**config.mk**
```make
export PLATFORM = sky130hd
export DESIGN_NAME = asvar_front
export DESIGN_NICKNAME = d
export VERILOG_FILES = /design/src/sv/asvar_pkg.sv /design/src/sv/asvar_front.sv
export SDC_FILE = /design/constraint.sdc
export NUM_CORES = 1
export LEC_CHECK = 0
export BUFFER_PORTS_ARGS = -buffer_cell sky130_fd_sc_hd__buf_2
export CORE_UTILIZATION = 35
export CTS_CLUSTER_DIAMETER = 40
export DETAILED_ROUTE_END_ITERATION = 16
export PLACE_DENSITY = 0.6
export SYNTH_ARGS = -nofsm -noshare
export SYNTH_HDL_FRONTEND = slang
export SYNTH_SLANG_ARGS = --single-unit
```
**constraint.sdc**
```tcl
create_clock -name clk -period 2.82 [get_ports clk]
set_input_delay 0.282 -clock clk [delete_from_list [all_inputs] [get_ports clk]]
set_output_delay 0.282 -clock clk [all_outputs]
set_load 0.01 [all_outputs]
```
**src/sv/asvar_pkg.sv**
```systemverilog
// Shared types and constants for the additive synth voice block.
// No dependencies.
package asvar_pkg;

  localparam int PHASE_W = 32;
  localparam int STEP_W  = 30;
  localparam int AGE_W   = 16;
  localparam int LEN_W   = 15;
  localparam int VOL_W   = 16;
  localparam int SMP_W   = 16;
  localparam int ENV_W   = 17;
  localparam int VSEL_W  = 4;
  localparam int QUOT_W  = 17;
  localparam int NUM_W   = 32;
  localparam int W_W     = 20;

  localparam logic [AGE_W-1:0] AGE_SILENT = 16'hFFFF;
  localparam logic [ENV_W-1:0] ENV_ONE    = 17'd32768;
  localparam logic [63:0]      HALF_PI_Q30 = 64'd1686629713;

  // item kinds on the input selector
  localparam logic FUNC_SAMPLE = 1'b0;
  localparam logic FUNC_NOTE   = 1'b1;

  // configuration register indexes
  localparam logic [1:0] REG_ATTACK = 2'd0;
  localparam logic [1:0] REG_DECAY  = 2'd1;
  localparam logic [1:0] REG_VOLUME = 2'd2;

  typedef struct packed {
    logic                is_note;
    logic [VSEL_W-1:0]   voice;
    logic [STEP_W-1:0]   step;
  } queue_item_t;

  typedef struct packed {
    logic [LEN_W-1:0] attack_len;
    logic [LEN_W-1:0] decay_len;
    logic [VOL_W-1:0] volume;
  } cfg_t;

endpackage

```
**src/sv/asvar_front.sv**
```systemverilog
// Front end: accepts input transfers, drops note hits on absent voices,
// and queues the rest for the back end. Depends on asvar_pkg.
module asvar_front import asvar_pkg::*; #(
  parameter int VOICES = 16
) (
  input  logic              clk,
  input  logic              rst,
  input  logic              in_valid,
  output logic              in_ready,
  input  logic              in_func,
  input  logic [VSEL_W-1:0] in_voice,
  input  logic [STEP_W-1:0] in_step,
  output logic              q_valid,
  input  logic              q_pop,
  output queue_item_t       q_item
);

  queue_item_t slots [2];
  logic       wr_ptr;
  logic       rd_ptr;
  logic [1:0] count;
  logic       push;
  logic       keep;
  logic       pop;

  // a note hit beyond the last voice is consumed and dropped
  assign keep     = (in_func == FUNC_SAMPLE) || (32'(in_voice) < 32'(VOICES));
  assign in_ready = (count != 2'd2);
  assign push     = in_valid && in_ready && keep;
  assign q_valid  = (count != 2'd0);
  assign pop      = q_pop && q_valid;
  assign q_item   = slots[rd_ptr];

  always_ff @(posedge clk) begin
    if (push) begin
      slots[wr_ptr] <= '{is_note: (in_func == FUNC_NOTE), voice: in_voice, step: in_step};
    end
  end

  always_ff @(posedge clk) begin
    if (rst) begin
      wr_ptr <= 1'b0;
      rd_ptr <= 1'b0;
      count  <= 2'd0;
    end else begin
      if (push) wr_ptr <= ~wr_ptr;
      if (pop)  rd_ptr <= ~rd_ptr;
      count <= count + 2'(push) - 2'(pop);
    end
  end

endmodule

```
# ---- After elaboration in Yosys (flattened, before gate mapping)
# Memory sizes are Yosys's and may differ from the RTL's. A register that Yosys moved wholly into a read port is not among the register bits.
# Cells that the tools add are included.
dict set report classes {
  n_addsub 2
  n_eq_ne 1
  bitwise_logic 2
  n_mux 4
  n_reduce_logical 3
}
# cell count
set ops {}
lappend ops {{2-to-1 mux 1 bit} 4}
lappend ops {{adder 2 x 1 -> 2 bit} 1}
lappend ops {{logical AND 1 bit} 2}
lappend ops {{!= test 2 bit, second input constant} 1}
lappend ops {{inverter 1 bit} 2}
lappend ops {{nonzero test 2 bit} 1}
lappend ops {{subtractor 2 x 1 -> 2 bit} 1}
dict set report totals {
  wordCells 16
  out_inout_bits 37
  mem_bits_rw 70
  n_memories 1
  register_bits 4
}
# memory depth width read_ports rd_clocked_by_memory_dff write_ports line_no
set memory_table {}
lappend memory_table {slots 2 35 1 1 1 asvar_front.sv:18} ;# queue_item_t slots [2];

# ---- Depth between registers and ports, before layout
dict set report depth {
  depth_word 4
  depth_mapped 8
}

# ---- Worst setup path before layout
# No wires, ideal clock.
dict set report synth_timing {
  kind {register -> register}
  startpoint {register count[0]}
  endpoint {memory slots[0][0] in the netlist's numbering (enable)}
  setup_time_ns 0.427
  stages_incl_launch_ff 4
  setup_slack_ns 0.321
  arrival_time_ns 2.072
  required_time_ns 2.393
  period_less_slack_ns 2.499
  n_path_buf 0
  path_cell_list {dfxtp_1 -> nand2b_2 -> nand2_2 -> nor2_1}
}
dict set report synth_via {
  elab_chain_len 4
}
# item line_no
set synth_lines {}
lappend synth_lines {{from (decl)} asvar_front.sv:21} ;# logic [1:0] count;
lappend synth_lines {{from (signal assigned)} asvar_front.sv:48} ;# count <= count + 2'(push) - 2'(pop);
lappend synth_lines {{!= test 2 bit} asvar_front.sv:28} ;# assign in_ready = (count != 2'd2);
lappend synth_lines {{named net in_ready} asvar_front.sv:9} ;# output logic in_ready,
lappend synth_lines {{logical AND 1 bit} asvar_front.sv:29} ;# assign push = in_valid && in_ready && keep;
lappend synth_lines {{2-to-1 mux 1 bit} asvar_front.sv:35} ;# if (push) begin
lappend synth_lines {{2-to-1 mux 1 bit (not written as such)} asvar_front.sv:36} ;# slots[wr_ptr] <= '{is_note: (in_func == FUNC_NOTE), voice: in_voice, step: in_step};
lappend synth_lines {{to (decl)} asvar_front.sv:18}
# The timed path passes the listed nets, and every way through them passes these cells.

==> flow_summary.json <==
{
  "nNetsFinal": 258,
  "p_switching_uw": 808.7,
  "ant_nets": 0,
  "cts_resized": 0,
  "drtPass1Iterations": 4,
  "crit_required_ps": 2540,
  "power.leakage_nw": 1.397,
  "reg2regPathDepth": 2,
  "drt-initial-drc-count": 38,
  "grt_first_pass_wirelength_um": 7238,
  "clk_pin_slew_ps": 70,
  "synth_seq_area_share_pct": 75.47,
  "finalHoldViolations": 0,
  "cts-root-buf": "clkbuf_8",
  "clock_skew_ps": 5.583,
  "htreeDepth": 3,
  "grt_max_degree": 36,
  "drive_gt1_share_pct": 60.81,
  "gr-total-overflow": 0,
  "setup_violations": 0,
  "area_growth_pct": 21.57,
  "maxCapViolations": 0,
  "wl_per_cell_um": 14.32,
  "coreArea_um2": 7888,
  "cts_tree": "built",
  "syn-num-nets": 174,
  "numCtsBuffers": 9,
  "cp-end-kind": "output pin",
  "syn_inst": 133,
  "totalWireLength_um": 4640,
  "synth_cell_types": 17,
  "worstSetupPathType": "flop to output pin",
  "core.rowCount": 32,
  "netSwitchingFraction_pct": 27.30,
  "first_global_vias": 1495,
  "yosysWarnings": 0,
  "clock.fmax_mhz": 506.4,
  "port_buffers": 75,
  "arrival_ps": 1690,
  "num_antenna_cells": 0,
  "cts.sinks": 75,
  "cts_setup_buffers": 0,
  "vias": 1427,
  "hold_buffers": 0,
  "die_h_um": 93.31,
  "slew_headroom_pct": 43.50,
  "start_kind": "flop",
  "die_x_um": 93.31,
  "ys_ff_latch": 75,
  "outcome": "complete, no violations",
  "synth.avg_cell_area_um2": 21.94,
  "start_util_pct": 36.99,
  "ir_worst_vdd_mv": 0.3067,
  "tightestPinTransition_ps": 847.5,
  "hp-class": "primary input to flop",
  "dieArea_um2": 8706,
  "viasPerCell": 4.404,
  "whs_path_depth": 1,
  "power.total_mw": 2.963,
  "antenna_found_initial": 0,
  "clk_latency_ps": 320,
  "drc": 0,
  "power_frac_seq_pct": 50.0,
  "place_congestion": 0.6326,
  "p_int_mw": 2.154,
  "p_clk_share_pct": 22.6,
  "maxSlewViolCount": 0,
  "rsz0062_at_grt": "no",
  "finalSetupTns_ps": 0,
  "finalCritPeriodShare_pct": 70.02,
  "crit_fanout": 21,
  "clockBufferDepth": 2,
  "grt_use_total_pct": 11.53,
  "syn_area_um2": 2918,
  "io_pins": 76,
  "fin_crit_ps": 1975,
  "p_per_area_nw_per_um2": 835.2,
  "power_frac_comb_pct": 27.4
}
==> worst max-delay path: stages, from the launching register on <==
cell and delay, ps:
dfxtp_2 630, buf_12 270, mux2_4 320, buf_2 140
==> cell type report <==
cell class	count	area, um2
Fill cell	713	4340
Clock buffer	10	127.6
Sequential cell	75	2203
Clock inverter	6	32.53
Tap cell	102	127.6
Multi-Input combinational cell	53	649.4
Inverter	1	3.754
Timing Repair Buffer	77	402.9
==> Yosys cell counts <==
master,n,area (um2)
nor2b_1,2,12.51
nand2_2,1,6.260
edfxtp_1,70,2102
ha_1,2,25.02
dfxtp_1,5,100.1
mux2_4,31,465.5
or2_2,1,6.260
xor2_1,1,8.760
nor2_1,5,18.77
buf_6,1,11.26
nand2b_2,1,8.760
xnor2_1,2,17.52
inv_1,1,3.750
buf_12,3,60.06
mux2_2,5,56.30
and3_1,1,6.260
o21a_2,1,8.760
==> cell usage in the layout, fill, tap and decap left out, drive strengths merged <==
master	Yosys	layout
clkinv	0	5
or2	1	1
nand2	1	1
clkinvlp	0	1
nor2b	2	2
inv	1	1
ha	2	2
nand2b	1	1
clkbuf	0	10
xor2	1	1
xnor2	2	2
nor2	5	5
dfxtp	5	5
mux2	36	36
and3	1	1
o21a	1	1
edfxtp	70	70
buf	4	77
==> flip-flops by register name, summed over array words and instances (netlist names), named ones only <==
name and flops:
slots 70, count 2, rd_ptr 1, wr_ptr 1
==> power groups by stage <==
stage	logic (mW)	registers, mW	clock network, mW
after global placement	0.830	1.51	0
final	0.812	1.48	0.669
after floorplan	0.643	1.46	0
after global routing	0.888	1.50	0.748
after CTS	0.832	1.49	0.701
after detailed placement	0.830	1.51	0
==> final timing paths <==
kind	start	endpoint	slack [ps]
worst max-delay path	flop	q_item[26]	850
worst max register to register	count[0]	slots[1][16]	1160
worst min-delay path	in_step[25]	slots[0][25]	140
worst min register to register	rd_ptr	flop	520
==> metal layers <==
layer	share of wire, %	global-route usage, %
met1	41	12.71
met2	52	20.10
met3	5.7	3.496
met4	1.7	5.769
met5	0	0
==> metrics by stage <==
| step | util, % | cell area (um2) | setup slack, ps | hold WS [ps] | instances |
|---|---|---|---|---|---|
| 2_1_floorplan | - | 2918 | 321.4 | 353.6 | 133 |
| 3_3_place_gp | 42.94 | 3387 | 1141 | 471.0 | 308 |
| 3_5_place_dp | 42.94 | 3387 | 1117 | 475.0 | 308 |
| 4_1_cts | 44.97 | 3547 | 792.6 | 123.2 | 324 |
| 5_1_grt | 44.97 | 3547 | 748.0 | 113.1 | 324 |
| 6_report | 44.97 | 3547 | 845.4 | 142.7 | 324 |
==> cell families (layout without fill, tap and decap cells) <==
logic type / count (synthesis) / after routing / synth area share [%]
AO/OA/AOI/OAI: 1 / 1 / 0.3002
adder cells (fa/ha/maj): 2 / 2 / 0.8575
AND/OR/NAND/NOR: 11 / 11 / 2.016
buffers and inverters: 5 / 94 / 2.573
flip-flops: 75 / 75 / 75.47
XOR/XNOR: 3 / 3 / 0.9007
multiplexers: 36 / 36 / 17.88
No activity file was read; power rests on OpenSTA's default activity.
